### config.mk
export PLATFORM = sky130hd
export DESIGN_NAME = silm_cell
export DESIGN_NICKNAME = d
export VERILOG_FILES = /design/src/hdl/sorted_intercept_list_merge_assert.svh /design/src/hdl/silm_pkg.sv /design/src/hdl/silm_cell.sv
export SDC_FILE = /design/constraint.sdc
export NUM_CORES = 1
export LEC_CHECK = 0
export ABC_AREA = 1
export ABC_CLOCK_PERIOD_IN_PS = 7060
export BUFFER_PORTS_ARGS = -buffer_cell sky130_fd_sc_hd__clkbuf_2
export CAP_MARGIN = 40
export CORE_AREA = 2 2 136 138
export DETAILED_ROUTE_END_ITERATION = 6
export DIE_AREA = 0 0 138 140
export GPL_TIMING_DRIVEN = 0
export HOLD_SLACK_MARGIN = 0.03
export PLACE_DENSITY = 0.77
export SYNTH_ARGS = -nofsm -noshare
export SYNTH_HDL_FRONTEND = slang
export SYNTH_SLANG_ARGS = --single-unit
### constraint.sdc
create_clock -name clk -period 7.06 [get_ports clk]
set_clock_uncertainty 0.2 [all_clocks]
set_input_delay 0.353 -clock clk [delete_from_list [all_inputs] [get_ports clk]]
set_output_delay 0.353 -clock clk [all_outputs]
set_load 0.005 [all_outputs]
### src/hdl/sorted_intercept_list_merge_assert.svh
// Assertion macros shared by the intercept list RTL.
// Each macro expects clk and rst_n to be visible where it is used.
`ifndef SORTED_INTERCEPT_LIST_MERGE_ASSERT_SVH
`define SORTED_INTERCEPT_LIST_MERGE_ASSERT_SVH

// Same-cycle implication.
`define SILM_ASSERT_NOW(lbl, ante, cons, msg) \
    lbl: assert property (@(posedge clk) disable iff (!rst_n) (ante) |-> (cons)) \
        else $error(msg);

// Next-cycle implication.
`define SILM_ASSERT_NEXT(lbl, ante, cons, msg) \
    lbl: assert property (@(posedge clk) disable iff (!rst_n) (ante) |=> (cons)) \
        else $error(msg);

`endif

### src/hdl/silm_pkg.sv
package silm_pkg;

    localparam int LIST_DEPTH = 32;
    localparam int LEN_W      = $clog2(LIST_DEPTH + 1);
    localparam int IDX_W      = $clog2(LIST_DEPTH);
    localparam int DIST_W     = 32;
    localparam int ID_W       = 16;
    localparam int GAP_W      = 16;
    localparam int COUNT_W    = 6;

    localparam logic [GAP_W-1:0] GAP_RESET = GAP_W'(51);

    typedef enum logic [1:0] {
        ACT_CLEAR  = 2'd0,
        ACT_INSERT = 2'd1,
        ACT_MERGE  = 2'd2,
        ACT_READ   = 2'd3
    } action_t;

    typedef struct packed {
        logic signed [DIST_W-1:0] distance;
        logic                     bvalid;
        logic [ID_W-1:0]          bid;
        logic                     avalid;
        logic [ID_W-1:0]          aid;
        logic                     self_ref;
    } entry_t;

    // Command broadcast from the controller to every cell.
    typedef struct packed {
        logic             ins;
        logic             fold;
        logic             rot;
        logic [LEN_W-1:0] len;
        entry_t           load_e;
    } cell_cmd_t;

    typedef struct packed {
        entry_t             e;
        logic               entry_valid;
        logic [COUNT_W-1:0] count;
        logic               overflow;
        logic               last;
    } result_t;

    // Folds the later entry b into the earlier entry a; a keeps its distance.
    function automatic entry_t fold_entries(entry_t a, entry_t b);
        entry_t r;
        r = a;
        if (a.self_ref && !b.self_ref) begin
            if (a.bvalid && b.bvalid) begin
                r.bid = b.bid;
            end
            if (a.avalid && b.avalid) begin
                r.aid = b.aid;
            end
            r.self_ref = 1'b0;
        end
        if (!r.bvalid && b.bvalid) begin
            r.bvalid = 1'b1;
            r.bid    = b.bid;
        end
        if (!r.avalid && b.avalid) begin
            r.avalid = 1'b1;
            r.aid    = b.aid;
        end
        return r;
    endfunction

endpackage

### src/hdl/silm_cell.sv
// One list slot. Cells shift right on insert and left on merge or rotation.
module silm_cell
    import silm_pkg::*;
(
    input  logic             clk,
    input  logic [IDX_W-1:0] idx,
    input  cell_cmd_t        cmd,
    input  entry_t           prev_e,
    input  logic             prev_gt,
    input  entry_t           next_e,
    input  entry_t           head_e,
    output entry_t           e,
    output logic             gt
);

    entry_t           e_reg;
    entry_t           e_next;
    logic [LEN_W-1:0] pos;
    logic [LEN_W-1:0] pos1;

    assign pos  = LEN_W'(idx);
    assign pos1 = pos + LEN_W'(1);

    // This occupied slot lies strictly after the new entry.
    assign gt = (pos < cmd.len) && (cmd.load_e.distance < e_reg.distance);
    assign e  = e_reg;

    always_comb
    begin
        e_next = e_reg;
        if (cmd.ins) begin
            if (pos <= cmd.len) begin
                if (prev_gt) begin
                    e_next = prev_e;
                end else if (gt || pos == cmd.len) begin
                    e_next = cmd.load_e;
                end
            end
        end else if (cmd.fold) begin
            if (pos == '0) begin
                e_next = cmd.load_e;
            end else if (pos1 < cmd.len) begin
                e_next = next_e;
            end
        end else if (cmd.rot) begin
            if (pos1 < cmd.len) begin
                e_next = next_e;
            end else if (pos1 == cmd.len) begin
                e_next = head_e;
            end
        end
    end

    always_ff @(posedge clk)
    begin
        e_reg <= e_next;
    end

endmodule

==> summary.md <==
| Metric | Value |
|---|---|
| Setup TNS | 0 ns |
| RSZ-0062 raised after global routing | no |
| Initial antenna violation count | 3 |
| FF+latch count, synth | 67 |
| Die X | 138 um |
| Resize count post-CTS | 0 |
| Fin cells | 1472 |
| Port Buffer Count | 350 |
| Post-route cell area | 8620 um2 |
| Synth cell count leaders | 171 x nor2_1, 154 x o21ai_0, 111 x inv_1 |
| Post-synth ARST share | 0% |
| Placeable Area | 17800 um2 |
| Worst endpoint required time | 6.90 ns |
| Dpl cell area | 8320 um2 |
| Hold Startpoint | cmd[9] |
| DRC | 0 |
| Hold Crit Class | primary input to register |
| Setup CP Type | primary input to register |
| Drt pass-1 iters | 6 |
| Largest net degree at the start of global routing | 25 |
| Die area | 19300 um2 |
| Mapped cell area | 6200 um2 |
| Syn_nets | 1198 |
| TritonCTS Buffers | 9 |
| Root Buffer | clkbuf_16 |
| Slew at the pin closest to its max-slew limit | 0.778 ns |
| Placer Congestion | 0.911 |
| Mean Syn Cell Area | 7.13 um2 |
| Vias/cell | 5.45 |
| Final setup violation count | 0 |
| Top cell type's share of synthesized area | 32.5% |
| Worst EP arrival | 2.78 ns |
| Maxcap violations | 0 |
| WHS Endpoint | e[9] |
| Starting DRT DRC Count | 672 |
| Max Buffers Root-to-Sink | 2 |
| Final net count | 1563 |
| GRT Util Overall | 28.9% |
| Worst r2r path cells | 11 |
| Final period util | 41.7% |
| Max-slew violations | 0 |
| Fin crit period | 2.95 ns |
| Worst-Skew Late Latency | 0.34 ns |
| Setup Fix Bufs, Post-CTS | 0 |
| Yosys warnings | 0 |
| Grt ovf | 0 |
| Nature of the critical path endpoint | register |
| Vias in the first global route | 7941 |
| WL/cell | 19.9 um |
| FP Rows | 49 |
| CTS tree | built |
| Seq/Total Area, Yosys | 32.5% |
| Share of cells above drive strength 1 | 31.3% |
| Worst Hold Margin | 0.137 ns |
| Ranking of synthesized cells by area | edfxtp_1 32%, o21ai_0 12%, nor2_1 10% |
| Primary FF master, synth | edfxtp_1 |
| Leakage | 4.24 nW |
| Worst Setup Start Kind | primary input |
| R2r startpoint | e[54] |
| Cts hold-fix bufs | 0 |
| CTS H-Tree Depth | 3 |
| Cells after Synth | 870 |
| Final HPWL from detailed placement | 22900 um |
| Pwr dens | 186 nW/um2 |
| Hold Path Stages | 3 |
| Status | complete, no violations |
| Post-synth top area cell | edfxtp_1 |
| Number of top-level pins | 352 |
| Reg2reg setup slack | 4.27 ns |
| Worst slew margin | 48.1% |
| Clock transition time at the flip-flop clock pins of the worst setup and hold paths | 0.06 ns |
| Power Total | 1.60 mW |
| # clock sinks | 67 |
| Synthesis-to-layout area growth | 39.0% |
| Vias | 8028 |
| Netlist cell types | 22 |
| Count leader, synth | nor2_1 |
| Global-route wire length before repair | 43500 um |
| Chip Height | 140 um |
| Maximum VDD drop | 132 uV |
| Fillers | 1825 |
| F_max | 339 MHz |
| Final hold vios | 0 |
| Post-synth EDFFs | 67 |
| Dpl cells | 1453 |
| Reg2reg end | e[45] |
| Max FFs per register | 67 |
| Post-Route WL | 29300 um |
| Crit Path Max Fanout | 24 |
| DRT antenna net count | 0 |
| Initial core utilization | 34.9% |
[cells by family (layout without fill, tap and decap cells)]
group,Yosys count,count (layout),share of synthesized area (%)
compound gates,345,345,32.3
fa+ha+maj,44,44,8.88
flops,67,67,32.5
buf+inv,175,545,10.9
other cells,0,3,0
xor+xnor,3,3,0.424
simple gates,236,236,15.0
[layout make-up]
cell class	count	area, um2	share of cell area (%)
Timing Repair Buffer	354	1830	21.2
Buffer	62	253	2.93
Clock inverter	6	56.3	0.653
Multi-Input combinational cell	628	3520	40.9
Sequential cell	67	2010	23.3
Inverter	113	424	4.92
Antenna cell	3	7.51	0.0871
Tap cell	229	287	3.33
Clock buffer	10	229	2.66
[routing by layer]
metal / up-vias / part of all wire, % / wire length (um) / track usage [%]
met3: 44 / 8.9 / 2620 / 5.81
met2: 473 / 49 / 14400 / 51.4
met4: 0 / 2.3 / 680 / 9.24
met1: 3701 / 39 / 11600 / 35.2
met5: - / 0 / 0 / 0
li1: 3810 / - / - / -
[report_power, final]
group	switching, mW	internal [mW]	total (mW)
clock network	0.188	0.271	0.459
logic	0.340	0.230	0.570
registers	0.0341	0.536	0.570
[cell usage in the layout (no fill, tap or decap), drive strengths merged]
cell type	instances
a211oi	1
diode	3
o22ai	1
bufinv	1
clkbuf	405
clkinvlp	1
nor3	4
xor2	3
nand3	7
o211ai	27
clkinv	4
buf	21
nor4	2
nor2	171
o221ai	55
nand4	4
edfxtp	67
ha	44
a21oi	66
o21ai	195
inv	113
nand2	48
[critical path, stage by stage]
cell and delay, ns:
clkbuf_2 0.13, ha_1 0.23, nand3_1 0.10, xor2_1 0.16, inv_1 0.06, ha_1 0.26
nand2_1 0.06, inv_1 0.04, nand3_1 0.09, inv_1 0.05, o21ai_1 0.06, nand3_1 0.10
buf_2 0.23, nand2_1 0.10, o221ai_1 0.15, a21oi_4 0.35, buf_12 0.24
[per-stage QoR]
step                      setup WS, ns  util (%)
after global placement           -1.30      46.3
after global routing              3.88      48.4
after detailed placement          3.80      46.8
after CTS                         4.14      48.4
final                             4.11      48.5
after floorplan                   1.30         -
[worst max path at each step]
stage / start / endpoint
2_1_floorplan: idx[0] / e[0]
3_3_place_gp: idx[0] / e[16]
3_5_place_dp: idx[0] / e[44]
4_1_cts: idx[0] / e[51]
5_1_grt: idx[0] / e[45]
6_report: idx[0] / e[45]
(Power assumes the default switching activity.)
