[config.mk]
export PLATFORM = sky130hd
export DESIGN_NAME = silm_ctrl
export DESIGN_NICKNAME = d
export VERILOG_FILES = /design/src/hdl/silm_pkg.sv /design/src/hdl/silm_ctrl.sv
export VERILOG_INCLUDE_DIRS = /design/src /design/src/hdl
export SDC_FILE = /design/constraint.sdc
export NUM_CORES = 1
export LEC_CHECK = 0
export ABC_AREA = 1
export BUFFER_PORTS_ARGS = -buffer_cell sky130_fd_sc_hd__buf_2
export CORE_AREA = 2 2 148 150
export DETAILED_ROUTE_END_ITERATION = 7
export DIE_AREA = 0 0 150 152
export PLACE_DENSITY_LB_ADDON = 0.15
export SYNTH_ARGS = -nofsm -noshare
export SYNTH_HDL_FRONTEND = slang
export SYNTH_SLANG_ARGS = --single-unit
[constraint.sdc]
create_clock -name clk -period 26.5 [get_ports clk]
set_input_delay 6.625 -clock clk [delete_from_list [all_inputs] [get_ports clk]]
set_output_delay 6.625 -clock clk [all_outputs]
set_load 0.01 [all_outputs]
[src/hdl/sorted_intercept_list_merge_assert.svh]
// Assertion macros shared by the intercept list RTL.
// Each macro expects clk and rst_n to be visible where it is used.
`ifndef SORTED_INTERCEPT_LIST_MERGE_ASSERT_SVH
`define SORTED_INTERCEPT_LIST_MERGE_ASSERT_SVH

// Same-cycle implication.
`define SILM_ASSERT_NOW(lbl, ante, cons, msg) \
    lbl: assert property (@(posedge clk) disable iff (!rst_n) (ante) |-> (cons)) \
        else $error(msg);

// Next-cycle implication.
`define SILM_ASSERT_NEXT(lbl, ante, cons, msg) \
    lbl: assert property (@(posedge clk) disable iff (!rst_n) (ante) |=> (cons)) \
        else $error(msg);

`endif

[src/hdl/silm_pkg.sv]
package silm_pkg;

    localparam int LIST_DEPTH = 32;
    localparam int LEN_W      = $clog2(LIST_DEPTH + 1);
    localparam int IDX_W      = $clog2(LIST_DEPTH);
    localparam int DIST_W     = 32;
    localparam int ID_W       = 16;
    localparam int GAP_W      = 16;
    localparam int COUNT_W    = 6;

    localparam logic [GAP_W-1:0] GAP_RESET = GAP_W'(51);

    typedef enum logic [1:0] {
        ACT_CLEAR  = 2'd0,
        ACT_INSERT = 2'd1,
        ACT_MERGE  = 2'd2,
        ACT_READ   = 2'd3
    } action_t;

    typedef struct packed {
        logic signed [DIST_W-1:0] distance;
        logic                     bvalid;
        logic [ID_W-1:0]          bid;
        logic                     avalid;
        logic [ID_W-1:0]          aid;
        logic                     self_ref;
    } entry_t;

    // Command broadcast from the controller to every cell.
    typedef struct packed {
        logic             ins;
        logic             fold;
        logic             rot;
        logic [LEN_W-1:0] len;
        entry_t           load_e;
    } cell_cmd_t;

    typedef struct packed {
        entry_t             e;
        logic               entry_valid;
        logic [COUNT_W-1:0] count;
        logic               overflow;
        logic               last;
    } result_t;

    // Folds the later entry b into the earlier entry a; a keeps its distance.
    function automatic entry_t fold_entries(entry_t a, entry_t b);
        entry_t r;
        r = a;
        if (a.self_ref && !b.self_ref) begin
            if (a.bvalid && b.bvalid) begin
                r.bid = b.bid;
            end
            if (a.avalid && b.avalid) begin
                r.aid = b.aid;
            end
            r.self_ref = 1'b0;
        end
        if (!r.bvalid && b.bvalid) begin
            r.bvalid = 1'b1;
            r.bid    = b.bid;
        end
        if (!r.avalid && b.avalid) begin
            r.avalid = 1'b1;
            r.aid    = b.aid;
        end
        return r;
    endfunction

endpackage

[src/hdl/silm_ctrl.sv]
`include "sorted_intercept_list_merge_assert.svh"

// Sequencer: list length, merge/read walk counter, gap register, result register.
module silm_ctrl
    import silm_pkg::*;
(
    input  logic             clk,
    input  logic             rst_n,
    input  logic             s_valid,
    output logic             s_ready,
    input  action_t          action,
    input  entry_t           item,
    input  logic             cfg_valid,
    output logic             cfg_ready,
    input  logic [GAP_W-1:0] cfg_data,
    input  entry_t           head_e,
    input  entry_t           second_e,
    output cell_cmd_t        cmd,
    output logic             out_valid,
    input  logic             out_ready,
    output result_t          out_res
);

    typedef enum logic [2:0] {
        ST_IDLE  = 3'b001,
        ST_MERGE = 3'b010,
        ST_READ  = 3'b100
    } state_t;

    state_t             state_reg, state_next;
    logic [LEN_W-1:0]   len_reg, len_next;
    logic [LEN_W-1:0]   rem_reg, rem_next;
    logic [GAP_W-1:0]   gap_reg;
    logic               out_valid_reg, out_valid_next;
    result_t            res_reg, res_next;
    logic               out_free;
    logic               accept;
    logic               close;
    logic signed [DIST_W:0] gap_diff;
    logic signed [DIST_W:0] gap_lim;

    assign out_free  = !out_valid_reg || out_ready;
    assign s_ready   = (state_reg == ST_IDLE) && out_free;
    assign accept    = s_valid && s_ready;
    assign cfg_ready = 1'b1;
    assign out_valid = out_valid_reg;
    assign out_res   = res_reg;

    assign gap_diff = {second_e.distance[DIST_W-1], second_e.distance}
                    - {head_e.distance[DIST_W-1], head_e.distance};
    assign gap_lim  = $signed((DIST_W+1)'(gap_reg));
    assign close    = gap_diff <= gap_lim;

    always_comb
    begin
        state_next     = state_reg;
        len_next       = len_reg;
        rem_next       = rem_reg;
        out_valid_next = out_valid_reg && !out_ready;
        res_next       = res_reg;
        cmd            = '0;
        cmd.len        = len_reg;

        case (state_reg)
            ST_IDLE:
            begin
                if (accept) begin
                    res_next             = '0;
                    res_next.last        = 1'b1;
                    case (action)
                        ACT_CLEAR:
                        begin
                            len_next       = '0;
                            out_valid_next = 1'b1;
                        end
                        ACT_INSERT:
                        begin
                            if (len_reg == LEN_W'(LIST_DEPTH)) begin
                                res_next.overflow = 1'b1;
                            end else begin
                                cmd.ins    = 1'b1;
                                cmd.load_e = item;
                                len_next   = len_reg + LEN_W'(1);
                            end
                            out_valid_next = 1'b1;
                        end
                        ACT_MERGE:
                        begin
                            rem_next   = len_reg;
                            state_next = ST_MERGE;
                        end
                        ACT_READ:
                        begin
                            if (len_reg == '0) begin
                                out_valid_next = 1'b1;
                            end else begin
                                rem_next   = len_reg;
                                state_next = ST_READ;
                            end
                        end
                        default:
                        begin
                            out_valid_next = 1'b1;
                        end
                    endcase
                    res_next.count = COUNT_W'(len_next);
                end
            end
            ST_MERGE:
            begin
                if (rem_reg > LEN_W'(1)) begin
                    rem_next = rem_reg - LEN_W'(1);
                    if (close) begin
                        cmd.fold   = 1'b1;
                        cmd.load_e = fold_entries(head_e, second_e);
                        len_next   = len_reg - LEN_W'(1);
                    end else begin
                        cmd.rot = 1'b1;
                    end
                end else if (rem_reg == LEN_W'(1)) begin
                    // The last unvisited entry goes to the tail, restoring order.
                    cmd.rot  = 1'b1;
                    rem_next = '0;
                end else if (out_free) begin
                    res_next       = '0;
                    res_next.last  = 1'b1;
                    res_next.count = COUNT_W'(len_reg);
                    out_valid_next = 1'b1;
                    state_next     = ST_IDLE;
                end
            end
            ST_READ:
            begin
                if (out_free) begin
                    res_next.e           = head_e;
                    res_next.entry_valid = 1'b1;
                    res_next.count       = COUNT_W'(len_reg);
                    res_next.overflow    = 1'b0;
                    res_next.last        = (rem_reg == LEN_W'(1));
                    out_valid_next       = 1'b1;
                    cmd.rot              = 1'b1;
                    rem_next             = rem_reg - LEN_W'(1);
                    if (rem_reg == LEN_W'(1)) begin
                        state_next = ST_IDLE;
                    end
                end
            end
            default:
            begin
                state_next = ST_IDLE;
            end
        endcase
    end

    always_ff @(posedge clk or negedge rst_n)
    begin
        if (!rst_n) begin
            state_reg     <= ST_IDLE;
            len_reg       <= '0;
            rem_reg       <= '0;
            gap_reg       <= GAP_RESET;
            out_valid_reg <= 1'b0;
        end else begin
            state_reg     <= state_next;
            len_reg       <= len_next;
            rem_reg       <= rem_next;
            out_valid_reg <= out_valid_next;
            if (cfg_valid && cfg_ready) begin
                gap_reg <= cfg_data;
            end
        end
    end

    always_ff @(posedge clk)
    begin
        res_reg <= res_next;
    end

    `SILM_ASSERT_NOW(a_len_bound, 1'b1, len_reg <= LEN_W'(LIST_DEPTH), "list length past depth")
    `SILM_ASSERT_NOW(a_rem_bound, state_reg != ST_IDLE, rem_reg <= len_reg, "walk past list end")
    `SILM_ASSERT_NOW(a_idle_rem, state_reg == ST_IDLE, rem_reg == '0, "walk left unfinished")
    `SILM_ASSERT_NEXT(a_ins_grow, accept && action == ACT_INSERT && len_reg != LEN_W'(LIST_DEPTH), len_reg == $past(len_reg) + LEN_W'(1), "insert did not grow list")

endmodule

==> flow_metrics.tcl, run 1 <==
set metrics [dict create \
    gp_congestion 0.938 \
    cts_root_buf "clkbuf_16" \
    core_area_mm2 0.0214 \
    dp_hpwl_um 26200 \
    skew_ns 0.0124 \
    final_common_cell "nand2_1" \
    htree_levels 3 \
    clk_pin_slew_worst_paths_ns 0.08 \
    slew_headroom_pct 32.3 \
    whs_ns 0.497 \
    ir_drop_mv 0.0533 \
    arrival_ns 10.39 \
    cap_violations 0 \
    antenna_found_initial 6 \
    drc 0 \
    start_util_pct 40.8 \
    slew_violations 0 \
    endpoint_kind "output pin" \
    routedWlPerCell_um 16.7 \
    netlist_area_mm2 0.00871 \
    vias 9365 \
    critPathKind "in2out" \
    p_leak_nw 6.18 \
    synthTopCellsByArea "edfxtp_1 (26%), nand2_1 (16%), inv_1 (9.7%), dfrtp_1 (7.8%), ha_1 (7.5%)" \
    cp.required_ns 19.88 \
    io_pins 379 \
    finalCritPeriodShare_pct 64.2 \
    post_cts_buffers 0 \
    synthFlopType "edfxtp_1" \
    synth.ff_latch_count 108 \
    ys_types 47 \
    layout_common_cells "nand2_1 (381), buf_2 (377), inv_1 (224)" \
    dr.pass1.iters 5 \
    powerDensity_mw_per_mm2 79.3 \
    routed_wl_um 32100 \
    synth_top_cell_by_area "edfxtp_1" \
    placement.io_buffers 377 \
    cts_inserted_buffers 9 \
    fmax_ghz 0.0588 \
    die_y_um 152 \
    grt_util_all_layers_pct 27.5 \
    clock_path_buffers 2 \
    syn_nets 1550 \
    fin_setup_tns_ns 0 \
    yosys.area.top_type_share_pct 26.2 \
    rsz0062_at_grt "no" \
    synthCells 1273 \
    cts_tree "yes" \
    grt_first_pass_wirelength_um 48300 \
    clkLatencyLatePin_ns 0.36 \
    rows 54 \
    largest_reg_flops 76 \
    die_w_um 150 \
    startpoint_type "input port" \
    ys_warn_count 0 \
    worst_pin_slew_ns 1.02 \
    finalSetupViolCount 0 \
    drive_gt1_share_pct 28.3 \
    finalHoldViolCount 0 \
    first_global_vias 8789 \
    avgSynthCellArea_um2 6.84 \
    area_growth_pct 28.1 \
    synth-edff-count 76 \
    min_period_ns 17.02 \
    cts_resized 0 \
    path_max_fanout 66 \
    yosysSeqAreaShare_pct 35.5 \
    timing.hold.worst.class "reg2reg" \
    outcome "complete, no violations" \
    fin_nets 1909 \
    clock-sinks 108 \
    overflow 0 \
    cts_hold_buf 0 \
    dieArea_mm2 0.0228 \
    drtIter0Drc 778 \
    drtAntennaViolNets 0 \
    grt_max_degree 77 \
    asyncSetResetFlopFracSynth_pct 29.6 \
    viasPerCell 4.88 \
]
==> final cells by class <==
type	count	area, µm²
Clock buffer	10	229
Tap cell	280	350
Antenna cell	3	7.51
Inverter	228	856
Clock inverter	6	78.8
Timing Repair Buffer	382	1920
Fill cell	2199	10200
Multi-Input combinational cell	903	4620
Sequential cell	108	3090
==> cells by family (layout without fill, tap and decap cells) <==
family	count (synthesis)	after routing	synth area share, %
other	1	4	0.0431
multiplexers	1	1	0.129
XOR/XNOR	25	25	2.51
AO/OA/AOI/OAI	198	198	12.7
adder cells (fa/ha/maj)	53	53	7.70
buffers and inverters	262	626	11.7
flip-flops	108	108	35.5
AND/OR/NAND/NOR	625	625	29.8
==> critical path: stages <==
cell and delay [ns]:
buf_2 0.11, ha_1 0.22, fa_1 0.40, inv_1 0.09
nand3_1 0.08, nand3_2 0.12, nand2_1 0.06, nand2_1 0.09
xor2_1 0.08, ha_1 0.29, nand2_1 0.07, nor2_1 0.17
o21ai_0 0.11, nand3_1 0.08, nand2_1 0.05, nand2_1 0.05
nand2_1 0.05, nand2_1 0.05, nand2_1 0.04, nand2_1 0.05
a21oi_1 0.05, nand3_1 0.15, nand2_1 0.11, nand2_2 0.08
buf_4 0.55, o21ai_0 0.27, buf_2 0.21
==> power by group <==
group	internal, mW	switching (mW)	total (mW)
logic	0.138	0.284	0.422
clock network	0.0758	0.0697	0.145
registers	0.289	0.0286	0.317
==> routing by layer <==
metal / vias up / global-route usage, % / share of wire (%)
met1: 4221 / 35.8 / 42
met3: 41 / 4.68 / 7.3
met4: 8 / 5.88 / 1.5
li1: 4747 / - / -
met2: 348 / 47.6 / 49
met5: - / 0 / 0.16
==> synthesized netlist by cell type, types with 2 or more instances <==
master and count:
nand2_1 381, inv_1 224, nor2_1 140, o21ai_0 124, edfxtp_1 76, ha_1 52
nand3_1 45, a21oi_1 33, dfrtp_1 27, clkbuf_1 25, o21ai_2 20, xor2_1 20
nand2_2 12, nor3_1 10, nand4_1 8, nor2_2 8, o22ai_1 6, dfstp_2 5
nand3_2 5, xnor2_1 5, a31oi_1 4, buf_2 4, buf_6 3, inv_2 3
nand3b_1 3, nor3_2 3, o21bai_1 3, a22oi_1 2, nor4_1 2, nor4_2 2
or2_2 2
==> worst paths after layout <==
path | from | slack (ns) | endpoint | cells past startpoint
min in group asynchronous | rst_n | 6.34 | gap_reg[6] | 1
worst min register to register | gap_reg[4] | 0.50 | gap_reg[4] | 2
worst max register to register | state_reg[0] | 23.37 | out_res[66] | 8
max in group asynchronous | rst_n | 19.63 | state_reg[2] | 1
worst max-delay path | head_e[35] | 9.48 | cmd[30] | 27
worst min-delay path | gap_reg[4] | 0.50 | gap_reg[4] | 2
==> metrics by stage <==
step | util, % | instance area, µm² | cells | power [mW] | setup slack [ns]
2_1_floorplan | - | 8710 | 1273 | 0.591 | 10.48
3_3_place_gp | 50.8 | 10800 | 1901 | 0.740 | 9.50
3_5_place_dp | 50.8 | 10800 | 1901 | 0.744 | 9.45
4_1_cts | 52.2 | 11100 | 1917 | 0.891 | 9.45
5_1_grt | 52.2 | 11100 | 1917 | 0.949 | 9.08
6_report | 52.2 | 11200 | 1920 | 0.885 | 9.48
No activity file was read; power rests on OpenSTA's default activity.
==> run 2: changes to the inputs <==
CORE_AREA = 2 2 149 151   (was 2 2 148 150)
DIE_AREA = 0 0 151 153   (was 0 0 150 152)
clock period = 17.45 ns   (was 26.5 ns; I/O delays follow)
==> run 2 against run 1 <==
Compared with the run above:
- global-route usage down 0.94 points
- sequential power up 52%
- combinational power grew 52%
- register-to-register slack got worse by 9.5 ns
- hold slack better by 0.017 ns
- clock power grew 39%
- non-clock buffer count stayed put
- largest cell class unchanged
- highest routed layer unchanged
==> flow_metrics.tcl, run 2 (same netlist as run 1, synthesis figures left out) <==
set metrics [dict create \
    outcome "complete, no violations" \
    nFillCells 2263 \
    startpoint_type "input port" \
    worst_slack_ns 4.80 \
    grt_max_degree 77 \
    worst_pin_slew_ns 1.02 \
    fin_nets 1909 \
    arrival_ns 8.29 \
    overflow 0 \
    finalCritPeriodShare_pct 72.5 \
    start_util_pct 40.5 \
    first_global_vias 8767 \
    p_leak_nw 6.18 \
    core_area_mm2 0.0215 \
    drtAntennaViolNets 0 \
    rows 54 \
    final_common_cell "nand2_1" \
    clock_path_buffers 2 \
    cp.required_ns 13.09 \
    viasPerCell 4.89 \
    drc 0 \
    p_sw_share_pct 43.6 \
    cts_hold_buf 0 \
    layout_common_cells "nand2_1 (381), buf_2 (377), inv_1 (224)" \
    die_w_um 151 \
    powerDensity_mw_per_mm2 119 \
    rsz0062_at_grt "no" \
    slew_violations 0 \
    htree_levels 3 \
    fmax_ghz 0.0790 \
    drive_gt1_share_pct 28.3 \
    clock-sinks 108 \
    largest_reg_flops 76 \
    cts_root_buf "clkbuf_16" \
    io_pins 379 \
    drtIter0Drc 620 \
    clk_pin_slew_worst_paths_ns 0.08 \
    area_growth_pct 27.8 \
    ir_drop_mv 0.0933 \
    post_cts_buffers 0 \
    p_comb_share_pct 48.3 \
    routed_wl_um 31400 \
    gp_congestion 0.950 \
    antenna_found_initial 6 \
    dr.pass1.iters 5 \
    placement.io_buffers 377 \
    die_y_um 153 \
    grt_util_all_layers_pct 26.5 \
    cts_inserted_buffers 9 \
    finalHoldViolCount 0 \
    cts_resized 0 \
    p_seq_share_pct 36.4 \
    place_ws_ns 4.84 \
    fin_setup_tns_ns 0 \
    routedWlPerCell_um 16.3 \
    p_switching_mw 0.577 \
    cap_violations 0 \
    slew_headroom_pct 32.1 \
    endpoint_kind "output pin" \
    cts_tree "yes" \
    dp_hpwl_um 26000 \
    vias 9392 \
    dieArea_mm2 0.0231 \
    critPathKind "in2out" \
    finalSetupViolCount 0 \
    grt_first_pass_wirelength_um 47300 \
    pwr-share-clk_pct 15.2 \
    skew_ns 0.0127 \
    timing.hold.worst.class "reg2reg" \
    path_max_fanout 56 \
    clkLatencyLatePin_ns 0.36 \
    min_period_ns 12.65 \
    internal-power_mw 0.748 \
]
## run 2: critical path, stage by stage
cell	delay [ns]
buf_2	0.11
ha_1	0.21
fa_1	0.41
inv_1	0.11
nand3_1	0.08
nand3_2	0.12
nand2_1	0.06
nand2_1	0.10
xor2_1	0.24
ha_1	0.29
a21oi_1	0.18
o21a_1	0.13
nand3_1	0.07
nand2_1	0.06
nand2_1	0.04
nand2_1	0.06
nand2_1	0.04
nand2_1	0.05
nand2_1	0.05
a21oi_1	0.21
nand3_1	0.15
nand2_1	0.11
nand2_2	0.17
buf_4	0.37
o21ai_0	0.28
buf_2	0.17
## run 2: cell type report
cell class	count	area (µm²)	share of cell area (%)
antenna	4	10.0	0.0899
clock buffer	9	225	2.02
clock inverter	7	58.8	0.528
inverter	228	856	7.69
multi-input combinational	903	4620	41.5
sequential	108	3090	27.8
tap	280	350	3.15
timing repair buffer	382	1920	17.3
## run 2: worst paths after layout
| check | cells after the start | from | slack [ns] | endpoint |
|---|---|---|---|---|
| max reg2reg | 8 | state_reg[0] | 13.84 | out_res[24] |
| min in group asynchronous | 1 | rst_n | 4.09 | gap_reg[2] |
| max in group asynchronous | 1 | rst_n | 12.84 | state_reg[1] |
| min | 2 | gap_reg[1] | 0.51 | gap_reg[1] |
| min reg2reg | 2 | gap_reg[1] | 0.51 | gap_reg[1] |
| max | 26 | head_e[35] | 4.80 | cmd[61] |
## run 2: power by group through the flow
stage | clock [mW] | sequential (mW) | combinational, mW
after floorplan | 0 | 0.568 | 0.330
after global placement | 0 | 0.485 | 0.640
after detailed placement | 0 | 0.489 | 0.641
after CTS | 0.209 | 0.483 | 0.643
after global routing | 0.218 | 0.494 | 0.709
final | 0.202 | 0.483 | 0.641
## run 2: per-layer routing
metal	part of all wire (%)	global-route usage [%]
met1	43	35.4
met4	1.9	7.70
met5	0.032	0
met3	7.5	4.03
met2	48	44.4
## run 2: through the flow
step           instances  power [mW]  util, %  hold slack [ns]  area (µm²)
2_1_floorplan       1273       0.898        -            0.465        8710
3_3_place_gp        1901        1.13     50.4            0.496       10800
3_5_place_dp        1901        1.13     50.4            0.510       10800
4_1_cts             1917        1.34     51.8            0.522       11100
5_1_grt             1921        1.42     51.8            0.547       11100
6_report            1921        1.32     51.8            0.514       11100
==> run 3: changes to the inputs <==
clock period = 12.3 ns   (was 17.45 ns; I/O delays follow)
==> run 3 against run 2 <==
Compared with the run above:
- via count about the same
- critical path depth increased by 1
- clock skew decreased by 0.0044 ns
- final area barely moved
- critical path type unchanged
==> flow_metrics.tcl, run 3 (same netlist as run 1, synthesis figures left out) <==
set metrics [dict create \
    first_global_vias 8767 \
    finalHoldViolCount 0 \
    ir_drop_mv 0.122 \
    min_period_ns 9.93 \
    p_leak_nw 6.18 \
    cap_violations 0 \
    path_max_fanout 65 \
    htree_levels 3 \
    fin_setup_tns_ns 0 \
    die_y_um 153 \
    powerDensity_mw_per_mm2 170 \
    dr.pass1.iters 6 \
    place_inst 1901 \
    skew_ns 0.00826 \
    drtAntennaViolNets 0 \
    r2r_slack_ns 9.20 \
    area_growth_pct 27.9 \
    cts_root_buf "clkbuf_16" \
    timing.hold.worst.class "reg2reg" \
    placement.io_buffers 377 \
    dieArea_mm2 0.0231 \
    r2r-end "out_res[62]" \
    post_cts_buffers 0 \
    finalCritPeriodShare_pct 80.7 \
    r2r-start "state_reg[0]" \
    clkLatencyLatePin_ns 0.35 \
    rsz0062_at_grt "no" \
    p_seq_share_pct 36.1 \
    pwr-share-clk_pct 16.0 \
    drive_gt1_share_pct 28.2 \
    critPathMaxStageDelay_ns 0.61 \
    core_area_mm2 0.0215 \
    slew_violations 0 \
    rows 54 \
    layout_common_cells "nand2_1 (381), buf_2 (377), inv_1 (224)" \
    cp.required_ns 9.22 \
    crit_slowest_cell "buf_4" \
    worst_pin_slew_ns 1.02 \
    largest_reg_flops 76 \
    power.total_mw 1.89 \
    p_comb_share_pct 47.8 \
    overflow 0 \
    place_area_mm2 0.0108 \
    routedWlPerCell_um 16.3 \
    routed_wl_um 31300 \
    clock-sinks 108 \
    grt_util_all_layers_pct 26.6 \
    startpoint_type "input port" \
    ff2ff_path_depth 8 \
    clk_pin_slew_worst_paths_ns 0.08 \
    drc 0 \
    critPathKind "in2out" \
    io_pins 379 \
    endpoint_kind "output pin" \
    cts_resized 0 \
    drtIter0Drc 569 \
    final_common_cell "nand2_1" \
    start_util_pct 40.5 \
    internal-power_mw 1.08 \
    cts_hold_buf 0 \
    p_sw_share_pct 43.0 \
    cts_inserted_buffers 9 \
    slew_headroom_pct 32.1 \
    antenna_found_initial 3 \
    cpMostUsedCell "nand2_1" \
    critPathCapture "cmd[66]" \
    final_cells 1918 \
    finalSetupViolCount 0 \
    grt_first_pass_wirelength_um 47100 \
    cts_tree "yes" \
    gp_congestion 0.952 \
    clock_path_buffers 2 \
    p_switching_mw 0.814 \
    crit_path_start "head_e[35]" \
    arrival_ns 6.85 \
    utilization_pct 51.9 \
    die_w_um 151 \
    fin_nets 1909 \
    vias 9393 \
    dp_hpwl_um 25700 \
    viasPerCell 4.90 \
    fmax_ghz 0.101 \
    fin_area_mm2 0.0111 \
    grt_max_degree 77 \
    outcome "complete, no violations" \
]
run 3: how the worst min path moves through the flow:
stage | cells after the start | slack [ns] | from | end
final | 2 | 0.52 | gap_reg[1] | gap_reg[1]
after global routing | 2 | 0.55 | gap_reg[14] | gap_reg[14]
after CTS | 2 | 0.52 | gap_reg[1] | gap_reg[1]
after detailed placement | 2 | 0.51 | gap_reg[1] | gap_reg[1]
after global placement | 2 | 0.49 | gap_reg[1] | gap_reg[1]
after floorplan | 2 | 0.47 | gap_reg[1] | gap_reg[1]
run 3: critical path, delay by kind of cell:
| family | cells | cell delay [ns] |
|---|---|---|
| adders and majority gates | 3 | 0.93 |
| AOI/OAI and AO/OA | 3 | 0.38 |
| xor gates and xnor gates | 1 | 0.08 |
| buffers and inverters | 4 | 1.00 |
| and+or+nand+nor | 16 | 1.35 |
run 3: area by class of cell:
cell class,count,area [µm²]
well taps,280,350
flip-flops and latches,108,3090
clock buffers,10,229
multi-input cells,903,4620
clock inverters,6,72.6
repair buffers,382,1920
fillers,2266,10300
diodes,1,2.50
inverters,228,856
run 3: routing by layer:
metal	GRT usage, %	part of all wire, %
met2	45.6	48
met4	7.52	2.5
met1	33.8	42
met5	0	0.070
met3	5.28	7.9
run 3: through the flow:
stage	hold WS [ns]	setup WS, ns
global route	0.551	1.94
floorplan	0.465	0.772
detailed placement	0.505	2.46
finish	0.517	2.37
global placement	0.487	2.54
CTS	0.518	2.45
run 3: power by group through the flow:
stage | logic, mW | clock network (mW) | registers (mW)
floorplan | 0.467 | 0 | 0.806
global placement | 0.906 | 0 | 0.688
detailed placement | 0.909 | 0 | 0.693
CTS | 0.912 | 0.312 | 0.685
global route | 1.01 | 0.326 | 0.701
finish | 0.906 | 0.304 | 0.685
